===== src/design/fcq_pkg.sv =====
package fcq_pkg;

	// Fixed widths of the request and result words.
	localparam int REQ_W = 2;
	localparam int KEY_W = 16;
	localparam int PAY_W = 16;
	localparam int POS_W = 4;
	localparam int CNT_W = 5;

	// Defaults for the top-level parameters.
	localparam int DEPTH_DEF        = 16;
	localparam int KEY_BITS_DEF     = 16;
	localparam int PAYLOAD_BITS_DEF = 16;

	// Request codes. The remaining code is served by default arms.
	typedef enum logic [REQ_W-1:0] {
		REQ_INSERT = 2'd0,
		REQ_POP    = 2'd1,
		REQ_REMOVE = 2'd2
	} req_t;

	typedef enum logic [2:0] {
		ST_IDLE,
		ST_DISPATCH,
		ST_SCAN,
		ST_SHIFT,
		ST_RESP
	} state_t;

	// One result word as handed from the sequencer to the output register.
	typedef struct packed {
		logic             hit;
		logic             full;
		logic [KEY_W-1:0] key;
		logic [PAY_W-1:0] payload;
		logic [POS_W-1:0] pos;
		logic [CNT_W-1:0] count;
	} res_t;

endpackage


===== src/design/fcq_ram.sv =====
module fcq_ram #(
	parameter int DEPTH = fcq_pkg::DEPTH_DEF,
	parameter int DW    = fcq_pkg::KEY_BITS_DEF + fcq_pkg::PAYLOAD_BITS_DEF
) (
	input  logic                     clk,
	input  logic                     we,
	input  logic [$clog2(DEPTH)-1:0] waddr,
	input  logic [DW-1:0]            wdata,
	input  logic                     re,
	input  logic [$clog2(DEPTH)-1:0] raddr,
	output logic [DW-1:0]            rdata
);

	logic [DW-1:0] mem [DEPTH];

	always_ff @(posedge clk) begin
		if (we) begin
			mem[waddr] <= wdata;
		end
	end

	always_ff @(posedge clk) begin
		if (re) begin
			rdata <= mem[raddr];
		end
	end

endmodule


===== src/design/fcq_ctrl.sv =====
module fcq_ctrl #(
	parameter int DEPTH        = fcq_pkg::DEPTH_DEF,
	parameter int KEY_BITS     = fcq_pkg::KEY_BITS_DEF,
	parameter int PAYLOAD_BITS = fcq_pkg::PAYLOAD_BITS_DEF,
	parameter int DW           = fcq_pkg::KEY_BITS_DEF + fcq_pkg::PAYLOAD_BITS_DEF
) (
	input  logic                       clk,
	input  logic                       arst_n,
	input  logic                       in_valid,
	output logic                       in_ready,
	input  logic [fcq_pkg::REQ_W-1:0]  req_type,
	input  logic [fcq_pkg::KEY_W-1:0]  job_key,
	input  logic [fcq_pkg::PAY_W-1:0]  payload_in,
	output logic                       res_valid,
	input  logic                       res_ready,
	output fcq_pkg::res_t              res,
	output logic                       mem_we,
	output logic [$clog2(DEPTH)-1:0]   mem_waddr,
	output logic [DW-1:0]              mem_wdata,
	output logic                       mem_re,
	output logic [$clog2(DEPTH)-1:0]   mem_raddr,
	input  logic [DW-1:0]              mem_rdata
);

	import fcq_pkg::*;

	localparam int KW = (KEY_BITS < KEY_W) ? KEY_BITS : KEY_W;
	localparam int PW = (PAYLOAD_BITS < PAY_W) ? PAYLOAD_BITS : PAY_W;
	localparam int IW = $clog2(DEPTH);
	localparam int CW = $clog2(DEPTH + 1);

	state_t        state_q, state_d;
	req_t          req_q;
	logic [KW-1:0] key_q;
	logic [PW-1:0] pay_q;
	logic [IW-1:0] head_q, head_d;
	logic [IW-1:0] idx_q, idx_d;
	logic [CW-1:0] count_q, count_d;
	res_t          res_q, res_d;

	logic [KW-1:0] rkey;
	logic [PW-1:0] rpay;
	logic [CW-1:0] idx_ext;
	logic          match;

	// Physical slot of a logical position, wrapping round the ring.
	function automatic logic [IW-1:0] slot_of(input logic [IW-1:0] base,
			input logic [IW-1:0] off);
		logic [IW:0] s;
		s = (IW+1)'(base) + (IW+1)'(off);
		if (s >= (IW+1)'(DEPTH)) begin
			s = s - (IW+1)'(DEPTH);
		end
		return s[IW-1:0];
	endfunction

	assign rkey    = mem_rdata[DW-1:PW];
	assign rpay    = mem_rdata[PW-1:0];
	assign idx_ext = CW'(idx_q);
	assign match   = (req_q == REQ_POP) || (rkey == key_q);

	always_comb begin
		res       = res_q;
		res.count = CNT_W'(count_q);
	end

	always_ff @(posedge clk or negedge arst_n) begin
		if (!arst_n) begin
			state_q <= ST_IDLE;
			head_q  <= '0;
			count_q <= '0;
		end else begin
			state_q <= state_d;
			head_q  <= head_d;
			count_q <= count_d;
		end
	end

	always_ff @(posedge clk) begin
		if (in_valid && in_ready) begin
			req_q <= req_t'(req_type);
			key_q <= job_key[KW-1:0];
			pay_q <= PW'(payload_in);
		end
		idx_q <= idx_d;
		res_q <= res_d;
	end

	always_comb begin
		state_d   = state_q;
		head_d    = head_q;
		count_d   = count_q;
		idx_d     = idx_q;
		res_d     = res_q;
		in_ready  = 1'b0;
		res_valid = 1'b0;
		mem_we    = 1'b0;
		mem_waddr = slot_of(head_q, idx_q);
		mem_wdata = mem_rdata;
		mem_re    = 1'b0;
		mem_raddr = slot_of(head_q, idx_q + IW'(1));

		unique case (state_q)
			ST_IDLE: begin
				in_ready = 1'b1;
				if (in_valid) begin
					state_d = ST_DISPATCH;
				end
			end

			ST_DISPATCH: begin
				res_d   = '0;
				state_d = ST_RESP;
				if (req_q == REQ_INSERT) begin
					if (count_q == CW'(DEPTH)) begin
						res_d.full = 1'b1;
					end else begin
						mem_we    = 1'b1;
						mem_waddr = slot_of(head_q, IW'(count_q));
						mem_wdata = {key_q, pay_q};
						res_d.hit = 1'b1;
						res_d.pos = POS_W'(count_q);
						count_d   = count_q + CW'(1);
					end
				end else if ((req_q == REQ_POP || req_q == REQ_REMOVE) &&
						count_q != '0) begin
					mem_re    = 1'b1;
					mem_raddr = head_q;
					idx_d     = '0;
					state_d   = ST_SCAN;
				end
			end

			ST_SCAN: begin
				if (match) begin
					res_d.hit     = 1'b1;
					res_d.key     = KEY_W'(rkey);
					res_d.payload = PAY_W'(rpay);
					res_d.pos     = POS_W'(idx_q);
					if (idx_q == '0) begin
						// The oldest entry leaves by advancing the head.
						head_d  = slot_of(head_q, IW'(1));
						count_d = count_q - CW'(1);
						state_d = ST_RESP;
					end else if (idx_ext + CW'(1) < count_q) begin
						mem_re  = 1'b1;
						state_d = ST_SHIFT;
					end else begin
						count_d = count_q - CW'(1);
						state_d = ST_RESP;
					end
				end else if (idx_ext + CW'(1) < count_q) begin
					mem_re = 1'b1;
					idx_d  = idx_q + IW'(1);
				end else begin
					state_d = ST_RESP;
				end
			end

			ST_SHIFT: begin
				// Read data holds the entry one place up; move it down.
				mem_we = 1'b1;
				if (idx_ext + CW'(2) < count_q) begin
					mem_re    = 1'b1;
					mem_raddr = slot_of(head_q, idx_q + IW'(2));
					idx_d     = idx_q + IW'(1);
				end else begin
					count_d = count_q - CW'(1);
					state_d = ST_RESP;
				end
			end

			ST_RESP: begin
				res_valid = 1'b1;
				if (res_ready) begin
					state_d = ST_IDLE;
				end
			end

			default: begin
				state_d = ST_IDLE;
			end
		endcase
	end

endmodule


===== src/design/fifo_with_cancel_by_key_top.sv =====
// Channel | Handshake            | Word
// --------+----------------------+-------------------------------------------------
// request | in_valid / in_ready  | req_type, job_key, payload_in
// result  | out_valid / out_ready| hit, full_flag, key_out, payload_out,
//         |                      | position_out, count_out
//
// Every request word yields one result word. An insert, a miss on an empty queue or the
// unused code goes from dispatch straight to the response state; a pop takes the head;
// a remove scans until the key matches, then moves each later entry down, one memory
// read and one write per cycle. The next request is taken once the sequencer is idle.
// Reset clears the count, the ring head, the control state and the output valid, not the
// entries. One result waiting in the output register lets the next request in; a second
// finished result holds the sequencer, and with it the input, until that register frees.
module fifo_with_cancel_by_key_top #(
	parameter int DEPTH        = fcq_pkg::DEPTH_DEF,
	parameter int KEY_BITS     = fcq_pkg::KEY_BITS_DEF,
	parameter int PAYLOAD_BITS = fcq_pkg::PAYLOAD_BITS_DEF
) (
	input  logic                      clk,
	input  logic                      arst_n,
	input  logic                      in_valid,
	output logic                      in_ready,
	input  logic [fcq_pkg::REQ_W-1:0] req_type,
	input  logic [fcq_pkg::KEY_W-1:0] job_key,
	input  logic [fcq_pkg::PAY_W-1:0] payload_in,
	output logic                      out_valid,
	input  logic                      out_ready,
	output logic                      hit,
	output logic                      full_flag,
	output logic [fcq_pkg::KEY_W-1:0] key_out,
	output logic [fcq_pkg::PAY_W-1:0] payload_out,
	output logic [fcq_pkg::POS_W-1:0] position_out,
	output logic [fcq_pkg::CNT_W-1:0] count_out
);

	import fcq_pkg::*;

	// Keys wider than the request field carry only zeros above it, so the stored
	// key is never wider than the field. The payload follows the same reasoning.
	localparam int KW = (KEY_BITS < KEY_W) ? KEY_BITS : KEY_W;
	localparam int PW = (PAYLOAD_BITS < PAY_W) ? PAYLOAD_BITS : PAY_W;
	localparam int DW = KW + PW;
	localparam int IW = $clog2(DEPTH);

	logic          res_valid;
	logic          res_ready;
	res_t          res;
	logic          mem_we;
	logic [IW-1:0] mem_waddr;
	logic [DW-1:0] mem_wdata;
	logic          mem_re;
	logic [IW-1:0] mem_raddr;
	logic [DW-1:0] mem_rdata;
	logic          out_valid_q;
	res_t          out_q;

	// The entries live in a ring in one memory, each word holding key over payload.
	fcq_ram #(
		.DEPTH (DEPTH),
		.DW    (DW)
	) u_ram (
		.clk   (clk),
		.we    (mem_we),
		.waddr (mem_waddr),
		.wdata (mem_wdata),
		.re    (mem_re),
		.raddr (mem_raddr),
		.rdata (mem_rdata)
	);

	// The sequencer scans the ring for a key and closes any gap one entry per cycle.
	fcq_ctrl #(
		.DEPTH        (DEPTH),
		.KEY_BITS     (KEY_BITS),
		.PAYLOAD_BITS (PAYLOAD_BITS),
		.DW           (DW)
	) u_ctrl (
		.clk        (clk),
		.arst_n     (arst_n),
		.in_valid   (in_valid),
		.in_ready   (in_ready),
		.req_type   (req_type),
		.job_key    (job_key),
		.payload_in (payload_in),
		.res_valid  (res_valid),
		.res_ready  (res_ready),
		.res        (res),
		.mem_we     (mem_we),
		.mem_waddr  (mem_waddr),
		.mem_wdata  (mem_wdata),
		.mem_re     (mem_re),
		.mem_raddr  (mem_raddr),
		.mem_rdata  (mem_rdata)
	);

	// The output register takes a new word when it is empty or being emptied.
	assign res_ready = !out_valid_q || out_ready;

	always_ff @(posedge clk or negedge arst_n) begin
		if (!arst_n) begin
			out_valid_q <= 1'b0;
		end else if (res_valid && res_ready) begin
			out_valid_q <= 1'b1;
		end else if (out_ready) begin
			out_valid_q <= 1'b0;
		end
	end

	always_ff @(posedge clk) begin
		if (res_valid && res_ready) begin
			out_q <= res;
		end
	end

	assign out_valid    = out_valid_q;
	assign hit          = out_q.hit;
	assign full_flag    = out_q.full;
	assign key_out      = out_q.key;
	assign payload_out  = out_q.payload;
	assign position_out = out_q.pos;
	assign count_out    = out_q.count;

endmodule


===== config.mk =====
export PLATFORM = sky130hd
export DESIGN_NAME = fifo_with_cancel_by_key_top
export DESIGN_NICKNAME = d
export VERILOG_FILES = /design/src/design/fcq_pkg.sv /design/src/design/fcq_ram.sv /design/src/design/fcq_ctrl.sv /design/src/design/fifo_with_cancel_by_key_top.sv
export SDC_FILE = /design/constraint.sdc
export NUM_CORES = 1
export LEC_CHECK = 0
export ABC_AREA = 1
export BUFFER_PORTS_ARGS = -buffer_cell sky130_fd_sc_hd__buf_2
export CAP_MARGIN = 10
export CORE_MARGIN = 5
export CORE_UTILIZATION = 60
export CTS_CLUSTER_DIAMETER = 200
export DETAILED_ROUTE_END_ITERATION = 7
export PLACE_DENSITY = 0.77
export SKIP_CTS_REPAIR_TIMING = 1
export SLEW_MARGIN = 40
export SYNTH_ARGS = -nofsm -noshare
export SYNTH_HDL_FRONTEND = slang
export SYNTH_HIERARCHICAL = 1
export SYNTH_SLANG_ARGS = --single-unit

===== constraint.sdc =====
create_clock -name clk -period 10.1 [get_ports clk]
set_clock_uncertainty 0.2 [all_clocks]
set_input_delay 0.505 -clock clk [delete_from_list [all_inputs] [get_ports clk]]
set_output_delay 0.505 -clock clk [all_outputs]
set_load 0.1 [all_outputs]

Word level (Yosys, flattened, before mapping)
Memory sizes are Yosys's and may differ from the RTL's. A register that Yosys moved wholly into a read port is not among the register bits.
Cells that the tools add are included.
- register bits after elaboration: 132
- bits in writable memories: 512
- bits of input ports: 38
- output and inout port bits: 45
- logic and storage cells: 145
- memories: 1
- add/subtract/negate cells: 16
- order comparisons: 7
- eq/ne operators: 21
- mux-type cells: 62
- reductions and logical operators: 19
- memory list (name ; depth ; bits a word ; read ports ; clocked after memory_dff ; write ports ; line ; source):
    u_ram.mem ; 16 ; 32 ; 1 ; 1 ; 1 ; fcq_ram.sv:14 ; logic [DW-1:0] mem [DEPTH];
- operator list (kind ; count):
    two-way mux 32 bit ; 3
    two-way mux 4 bit ; 18
    one-hot mux 36 bit (2 select lines) ; 1
    two-way mux 36 bit ; 1
    two-way mux 5 bit ; 6
    two-way mux 3 bit ; 9
    greater-or-equal comparator 5 bit, second input constant ; 5
    adder 4 x 4 -> 5 bit ; 4
    subtractor 4 x 1 -> 4 bit, second input constant ; 5
    equality test 16 bit ; 1
    two-way mux 1 bit ; 16
    one-hot mux 3 bit (5 select lines) ; 1
    one-hot mux 5 bit (3 select lines) ; 1
    != test 2 bit, second input constant ; 6
    one-hot mux 4 bit (3 select lines) ; 1
    AND reduction 6 bit ; 2
    adder 4 x 1 -> 5 bit, second input constant ; 2
    less-than comparator 5 bit ; 2
    != test 2 x 1 -> 1 bit, second input constant ; 5
    one-hot mux 4 bit (2 select lines) ; 1
    equality test 3 x 2 -> 1 bit, second input constant ; 2
    != test 3 x 2 -> 1 bit, second input constant ; 2
    adder 4 x 2 -> 5 bit, second input constant ; 1
    adder 5 x 1 -> 5 bit, second input constant ; 1
    23 further kinds ; 29

Logic depth before layout (Yosys ltp)
Gate-level depths: netlist (run 1).
- depth after elaboration: 7
- depth in mapped cells: 20
- depth with buffers taken out: 17

Hierarchy
Netlist (run 1), hierarchy kept.
- by module, submodules not included (module ; instances ; cells each ; area an instance (µm²)):
    fcq_ram ; 1 ; 2122 ; 23052.1
    fcq_ctrl ; 1 ; 552 ; 5008.6
    fifo_with_cancel_by_key_top ; 1 ; 49 ; 1336.3

Worst setup path before layout (run 1)
No wires, ideal clock.
- path type: reg-to-reg
- from: register out_valid_q, in the netlist out_valid
- to: register out_q (netlist bit count_out[0]) (enable)
- library setup time: 0.458 ns
- arrival time: 3.032 ns
- data required time: 9.442 ns
- slack: 6.410 ns
- stages on the path, launching flop included: 2
- path buffers: 0
- clock period less this slack: 3.690 ns
- path through: dfrtp_1 -> a21oi_1
- cells in the longest elaborated chain, start to end: 3
- ends and longest elaborated chain (what ; line ; source):
    start: declaration ; fifo_with_cancel_by_key_top.sv:54 ; logic out_valid_q;
    start signal: assignment ; fifo_with_cancel_by_key_top.sv:101 ; out_valid_q <= 1'b0;
    start signal: assignment ; fifo_with_cancel_by_key_top.sv:103 ; out_valid_q <= 1'b1;
    start signal: assignment ; fifo_with_cancel_by_key_top.sv:105 ; out_valid_q <= 1'b0;
    logical NOT 1 bit ; fifo_with_cancel_by_key_top.sv:97 ; assign res_ready = !out_valid_q || out_ready;
    logical OR 1 bit ; fifo_with_cancel_by_key_top.sv:97 ;
    logical AND 1 bit ; fifo_with_cancel_by_key_top.sv:110 ; if (res_valid && res_ready) begin
    end signal: assignment ; fifo_with_cancel_by_key_top.sv:111 ; out_q <= res;
    end: declaration ; fifo_with_cancel_by_key_top.sv:55 ; res_t out_q;
No other way between the ends.
A chain may end at the register's enable or synchronous reset.

Worst setup path after layout (run 1)
- from: register u_ctrl.idx_q[1]
- to: register u_ram.rdata[11], read port of u_ram.mem, data pin
- cells in the longest elaborated chain, start to end: 7
- ends and longest elaborated chain (what ; line ; source):
    start: declaration ; fcq_ctrl.sv:37 ; logic [IW-1:0] idx_q, idx_d;
    start signal: assignment ; fcq_ctrl.sv:85 ; idx_q <= idx_d;
    adder 4 x 1 -> 4 bit ; fcq_ctrl.sv:101 ; mem_raddr = slot_of(head_q, idx_q + IW'(1));
    adder 4 x 4 -> 5 bit ; fcq_ctrl.sv:50 ; s = (IW+1)'(base) + (IW+1)'(off);
    subtractor 4 x 1 -> 4 bit or greater-or-equal comparator 5 bit (tied branches) ; fcq_ctrl.sv:52, fcq_ctrl.sv:51 ;
    two-way mux 4 bit ; fcq_ctrl.sv:51 ; if (s >= (IW+1)'(DEPTH)) begin
    two-way mux 4 bit ; fcq_ctrl.sv:125 ; end else if ((req_q == REQ_POP || req_q == REQ_REMOVE) &&
    two-way mux 4 bit ; fcq_ctrl.sv:114 ; if (req_q == REQ_INSERT) begin
    one-hot mux 4 bit (2 select lines) (*) ; fcq_ctrl.sv:103 ; unique case (state_q)
    via mem_raddr[1] ; fifo_with_cancel_by_key_top.sv:52 ; logic [IW-1:0] mem_raddr;
    end: declaration ; fcq_ram.sv:11 ; output logic [DW-1:0] rdata
The timed path passes the listed nets; every way through them passes the cells marked *.

==> metrics, run 1 <==
status=finished, final reports clean; Max stage delay on crit path=0.67 ns; pre-CTS setup slack=5.44 ns; number of synthesized register bits=676; Crit Path Category=register to register; Synth top cells by count=nand2_1 (822), edfxtp_1 (663), inv_1 (481); ys flop type=edfxtp_1; Setup crit start kind=register; CTS max path bufs=3; CTS buffer count=67; worst-margin pin slew=0.873 ns; worst hold path type=input port to register; crit path max fanout=84; Clock Latency Late Sink=0.60 ns; routed via count=19800; power per cell area=341 mW/mm^2; CP Cell Sequence=ha_1 > xor2_1 > ha_1 > nand2_1 > nor2_1 > o21ai_0 > nand4_4 > nand2_1 > o221ai_4 > buf_4 > inv_4 > buf_6 > nand3_1 > nand3_1 > nand3_1 > nand2_1; Setup-failing EPs final=0; worst-case hold slack=0.0347 ns; Net Count, Synth=2794; Vias/cell=5.56; Placed Area=0.0306 sq mm; clk sinks=676; # rows=81; Slew HR=0.418; RSZ-0062 raised after global routing=no; initial core utilization=0.603; P&R area growth vs syn=12.7%; die area=0.0535 sq mm; I/O Buffers=82; fin crit period=4.65 ns; leakage=14.0 nW; first-pass GRT wire length=106 mm; Antenna Nets Post-Route=0; # IOs=83; Setup crit end=u_ram/rdata[11]; Crit path required time=10.25 ns; grt ovf=0; routability cong.=0.873; setup TNS=0 ns; Post-route DRC=0; fmax=0.215 GHz; worst reg2reg path depth=16; Worst path slowest cell=buf_4; DP Cell Count=3414; Ys Warns=6; fin. max-slew vios=0; Fillers=3320; final hold viol count=0; Crit path arrival time=4.79 ns; die width=231 um; fraction of layout cells with a size suffix above 1=0.0950; count of cell types in the netlist=38; final core utilization=0.680; synthesized area per cell=10.8 sq um; DR WL/cell=19.7 um; die height=231 um; EDFF count, synth=663; Area contributors post-synth=edfxtp_1 (68%), nand2_1 (10%), nand3_1 (7.0%); reg2reg end=u_ram/rdata[11]; Clock transition at path regs=0.06 ns; diode count=0; final instance area=0.0331 sq mm; CP endpoint kind=register; TritonCTS clock tree=done; Tot Pwr=11.3 mW; Core ar.=0.0487 sq mm; Mapped Cells=2723; R2R setup slack=5.45 ns; Routed Wire Length=70.2 mm; fraction of registers with async set/reset=0.0192; CTS H-tree lvls=3; Reg2Reg Launch Point=u_ctrl/idx_q[1]; vias in the first global route=19000; max_cap viols=0; GRT Total Usage=0.258; largest net degree at the start of global routing=173; final net count=2926; drt pass-1 iters=6; sequential fraction of the synthesis area=0.688; Max IR drop VDD=0.336 mV; fin crit share=0.460; most common cell in the netlist=nand2_1; post-route insts no fill=3569; Post-Synthesis Cell Area=0.0294 sq mm; Synth top area share=0.677; post-synth top area cell=edfxtp_1; Critical Path Source=u_ctrl/idx_q[1]; post-route setup slack=5.45 ns; antenna violations before repair=2; initial DRC count=2371; Detailed Place HPWL=36.1 mm; Root Buffer Master=clkbuf_16
[worst max-delay path, delay by kind of cell, from the launching register on]
kind                       cells  cell delay (ns)
buffers and inverters          3             1.52
and+or+nand+nor                8             1.02
adders and majority gates      2             0.55
DFF                            1             0.47
AOI/OAI and AO/OA              2             0.37
xor gates and xnor gates       1             0.15
[power by group]
| group | switching (mW) | internal, mW | leakage, nW |
|---|---|---|---|
| Sequential | 0.145 | 3.87 | 6.20 |
| Clock | 1.01 | 1.46 | 1.06 |
| Combinational | 3.55 | 1.26 | 6.78 |
[cells by family (layout without fill, tap and decap cells)]
group           after synthesis  count (layout)  synth area share
simple gates               1330            1330             0.191
xor+xnor                     18              18           0.00536
flops                       676             676             0.688
buf+inv                     602             784            0.0881
fa+ha+maj                    33              33            0.0153
compound gates               63              63            0.0115
mux                           1               1          0.000341
[placed cells by master (no fill, tap or decap), drive strengths merged, types with 3 or more instances in the layout]
cell type    netlist  layout
buf              104     144
o221ai             3       3
nor2              79      79
nand2            824     824
clkinv             0      25
dfrtp             13      13
inv              486     488
bufinv             0       8
xnor2              6       6
edfxtp           663     663
xor2              12      12
a21oi              7       7
nand4              8       8
dlygate4sd3        0      35
o21ai             47      47
nor3               5       5
ha                28      28
nand3            411     411
fa                 5       5
clkbuf            12      83
[worst min path at each step]
stage	start	end	slack, ns	cells past startpoint
after detailed placement	u_ctrl/res[27]	key_out[2]	0.20	0
after global routing	out_ready	out_valid	0.04	4
after floorplan	arst_n	out_valid	0.009	0
final	out_ready	out_valid	0.03	4
after global placement	u_ctrl/res[36]	key_out[11]	0.20	0
after CTS	arst_n	u_ctrl/head_q[2]	-0.39	1
[per-layer routing]
metal	GRT usage	up-vias	routed length [um]
met3	0.0516	207	8160
met1	0.345	9305	26200
li1	-	9116	-
met5	0	-	17
met2	0.423	1203	33200
met4	0.102	2	2550
[cell type report]
type | instances | area (sq um) | share of cell area
sequential | 676 | 20200 | 0.611
multi-input combinational | 1445 | 6790 | 0.205
inverter | 486 | 1830 | 0.0553
clock buffer | 83 | 1780 | 0.0537
timing repair buffer | 179 | 1260 | 0.0382
tap | 664 | 831 | 0.0251
clock inverter | 36 | 398 | 0.0120
[flip-flops by register name (all words and copies together), names as in the netlist, 3 cells and up]
name,cells
count_out,5
u_ctrl/idx_q,4
position_out,4
payload_out,16
u_ram/rdata,32
u_ctrl/res,38
u_ctrl/head_q,4
u_ctrl/count_q,5
u_ctrl/key_q,16
u_ctrl/pay_q,16
key_out,16
u_ram/mem,512
u_ctrl/state_q,3
Note: power is estimated with default switching activity, not from simulation.
==> run 2, diff against run 1 <==
clock period = 4.4 ns   (was 10.1 ns; I/O delays follow)
==> run 2 against run 1 <==
Non-clock buffer count increased by 18. Clock-buffer cell count unchanged. Global-route usage increased by 0.28 points. Via count about the same. Fmax increased by 20%. Clock power increased by 120%. Routed wire length increased by 0.78%. Critical path depth decreased by 1. Final area increased by 0.94%. First-iteration DRC count decreased by 0.89%. Core utilization increased by 0.64 points. Register-to-register slack got worse by 4.9 ns.
==> metrics, run 2 (synthesis results as in run 1) <==
internal power=15.2 mW (+130%); RSZ-0062 raised after global routing=no; Largest register FFs=512 (unchanged); Combinational Power Share=0.438 (+0.012); worst hold path type=input port to register; most common cell after layout, fill and taps aside=nand2_1; crit path max fanout=74 (-12%); Post-route DRC=0 (unchanged); routability cong.=0.878 (+0.52%); drt pass-1 iters=6 (unchanged); Crit Path Category=register to register; die height=231 um (unchanged); status=finished, final reports clean; DR WL/cell=19.7 um (+0.22%); Sw Pwr=11.0 mW (+130%); first-pass GRT wire length=107 mm (+1.5%); Crit path arrival time=4.02 ns (-0.77 ns); max_cap viols=0 (unchanged); Fillers=3269 (-1.5%); die area=0.0535 sq mm (unchanged); grt ovf=0 (unchanged); CTS max path bufs=3 (unchanged); sw frac=0.421 (+0.00413); Setup-failing EPs final=0 (unchanged); most frequent cell on the critical path=nand2_1; setup TNS=0 ns (unchanged); GRT Total Usage=0.261 (+0.00283); fmax=0.258 GHz (+20%); Crit path required time=4.55 ns (-5.70 ns); area taken by multi-input logic gates=0.00680 sq mm (+0.17%); CP Cell Sequence=ha_1 > ha_1 > nand2_1 > inv_1 > o21bai_1 > nand4_4 > nand2_1 > o221ai_4 > inv_6 > buf_12 > nand2_1 > nand3_1 > nand3_1 > nand3_1 > nand2_1; leakage=14.2 nW (+0.94%); Worst path slowest cell=edfxtp_1; Slew HR=0.463 (+0.0449); fin. max-slew vios=0 (unchanged); TritonCTS clock tree=done; final hold viol count=0 (unchanged); Clock transition at path regs=0.06 ns (about the same); die width=231 um (unchanged); # IOs=83 (unchanged); initial DRC count=2350 (-0.89%); fin crit period=3.87 ns (-0.778 ns); # rows=81 (unchanged); Setup crit start kind=register; clock power share=0.210 (-0.009); P&R area growth vs syn=13.8%; final net count=2945 (+0.65%); Vias/cell=5.53 (-0.49%); Max IR drop VDD=0.928 mV (+180%); largest net degree at the start of global routing=138 (-20%); vias in the first global route=19500 (+2.6%); commonest cells after routing, fill and taps aside=nand2_1 (821), edfxtp_1 (663), inv_1 (480), nand3_1 (409), buf_2 (82); power per cell area=784 mW/mm^2 (+130%); CTS H-tree lvls=3 (unchanged); antenna violations before repair=0 (-2); routed via count=19800 (+0.066%); CTS buffer count=68 (+1.5%); Root Buffer Master=clkbuf_16; most flop-heavy register=u_ram/mem; Antenna Nets Post-Route=0 (unchanged); worst-margin pin slew=0.804 ns (-0.0691 ns); fin crit share=0.879 (+0.419); clk sinks=676 (unchanged); Placed Area=0.0309 sq mm (+1.1%); Clock Latency Late Sink=0.62 ns (+0.02 ns); Seq pwr share=0.351 (-0.005); diode count=0 (unchanged); fraction of layout cells with a size suffix above 1=0.101 (+0.00619); Sequential Area=0.0202 sq mm (unchanged); final instance area=0.0334 sq mm (+0.94%); Routed Wire Length=70.7 mm (+0.78%); Max stage delay on crit path=0.48 ns (-0.19 ns); Core ar.=0.0487 sq mm (unchanged); Detailed Place HPWL=38.0 mm (+5.2%); I/O Buffers=82 (unchanged); CP endpoint kind=register; initial core utilization=0.603 (unchanged)
-- run 2: cell count changes in the layout (fill, tap and decap cells not counted), moves of 3 or more --
cell           delta
dlygate4sd3_1     +3
buf_12           +19
bufinv_16         -5
clkbuf_1          -4
buf_6             -5
o21ai_0           -3
clkinv_1          +3
o21ai_2           +3
-- run 2: layout make-up --
cell class                 instances  area share
sequential                       676       0.605
clock inverter                    38     0.00827
multi-input combinational       1445       0.203
tap                              664      0.0248
timing repair buffer             197      0.0486
inverter                         486      0.0548
clock buffer                      83      0.0551
-- run 2: critical path: cells and delay by family (launching register included) --
kind                       cells  cell delay [ns]
AOI/OAI and AO/OA              2             0.45
adders and majority gates      2             0.67
buffers and inverters          3             0.64
DFF                            1             0.48
and+or+nand+nor                8             1.06
-- run 2: worst paths after layout --
check | startpoint | endpoint | slack (ns) | depth (start not counted)
max reg2reg | u_ctrl/idx_q[1] | u_ram/rdata[10] | 0.53 | 15
min reg2reg | u_ctrl/res[17] | payload_out[8] | 0.21 | 0
min | payload_in[11] | u_ctrl/pay_q[11] | 0.12 | 2
min in group asynchronous | arst_n | u_ctrl/state_q[2] | 0.56 | 3
max | u_ctrl/idx_q[1] | u_ram/rdata[10] | 0.53 | 15
max in group asynchronous | arst_n | u_ctrl/head_q[1] | 2.98 | 3
-- run 2: through the flow --
| step | utilization | cells | hold WS, ns | total power [mW] | setup slack [ns] |
|---|---|---|---|---|---|
| floorplan | - | 2723 | -0.276 | 17.5 | 0.710 |
| global placement | 0.634 | 3429 | -0.0611 | 20.1 | 0.679 |
| detailed placement | 0.634 | 3429 | -0.0512 | 20.4 | 0.618 |
| CTS | 0.678 | 3550 | -0.713 | 26.1 | 0.575 |
| global route | 0.686 | 3589 | 0.102 | 27.6 | 0.357 |
| finish | 0.686 | 3589 | 0.116 | 26.2 | 0.531 |
-- run 2: routing by layer --
metal,global-route usage,part of all wire,vias up
met5,0,0,-
met4,0.106,0.034,0
met3,0.0451,0.099,181
met2,0.438,0.49,1125
met1,0.343,0.38,9383
li1,-,-,9157
-- run 2: power by group through the flow --
stage               clock network [mW]  logic [mW]  registers, mW
finish                            5.52        11.5           9.21
global route                      5.88        12.5           9.27
CTS                               5.60        11.3           9.21
detailed placement                   0        11.1           9.34
global placement                     0        10.8           9.32
floorplan                            0        7.63           9.88
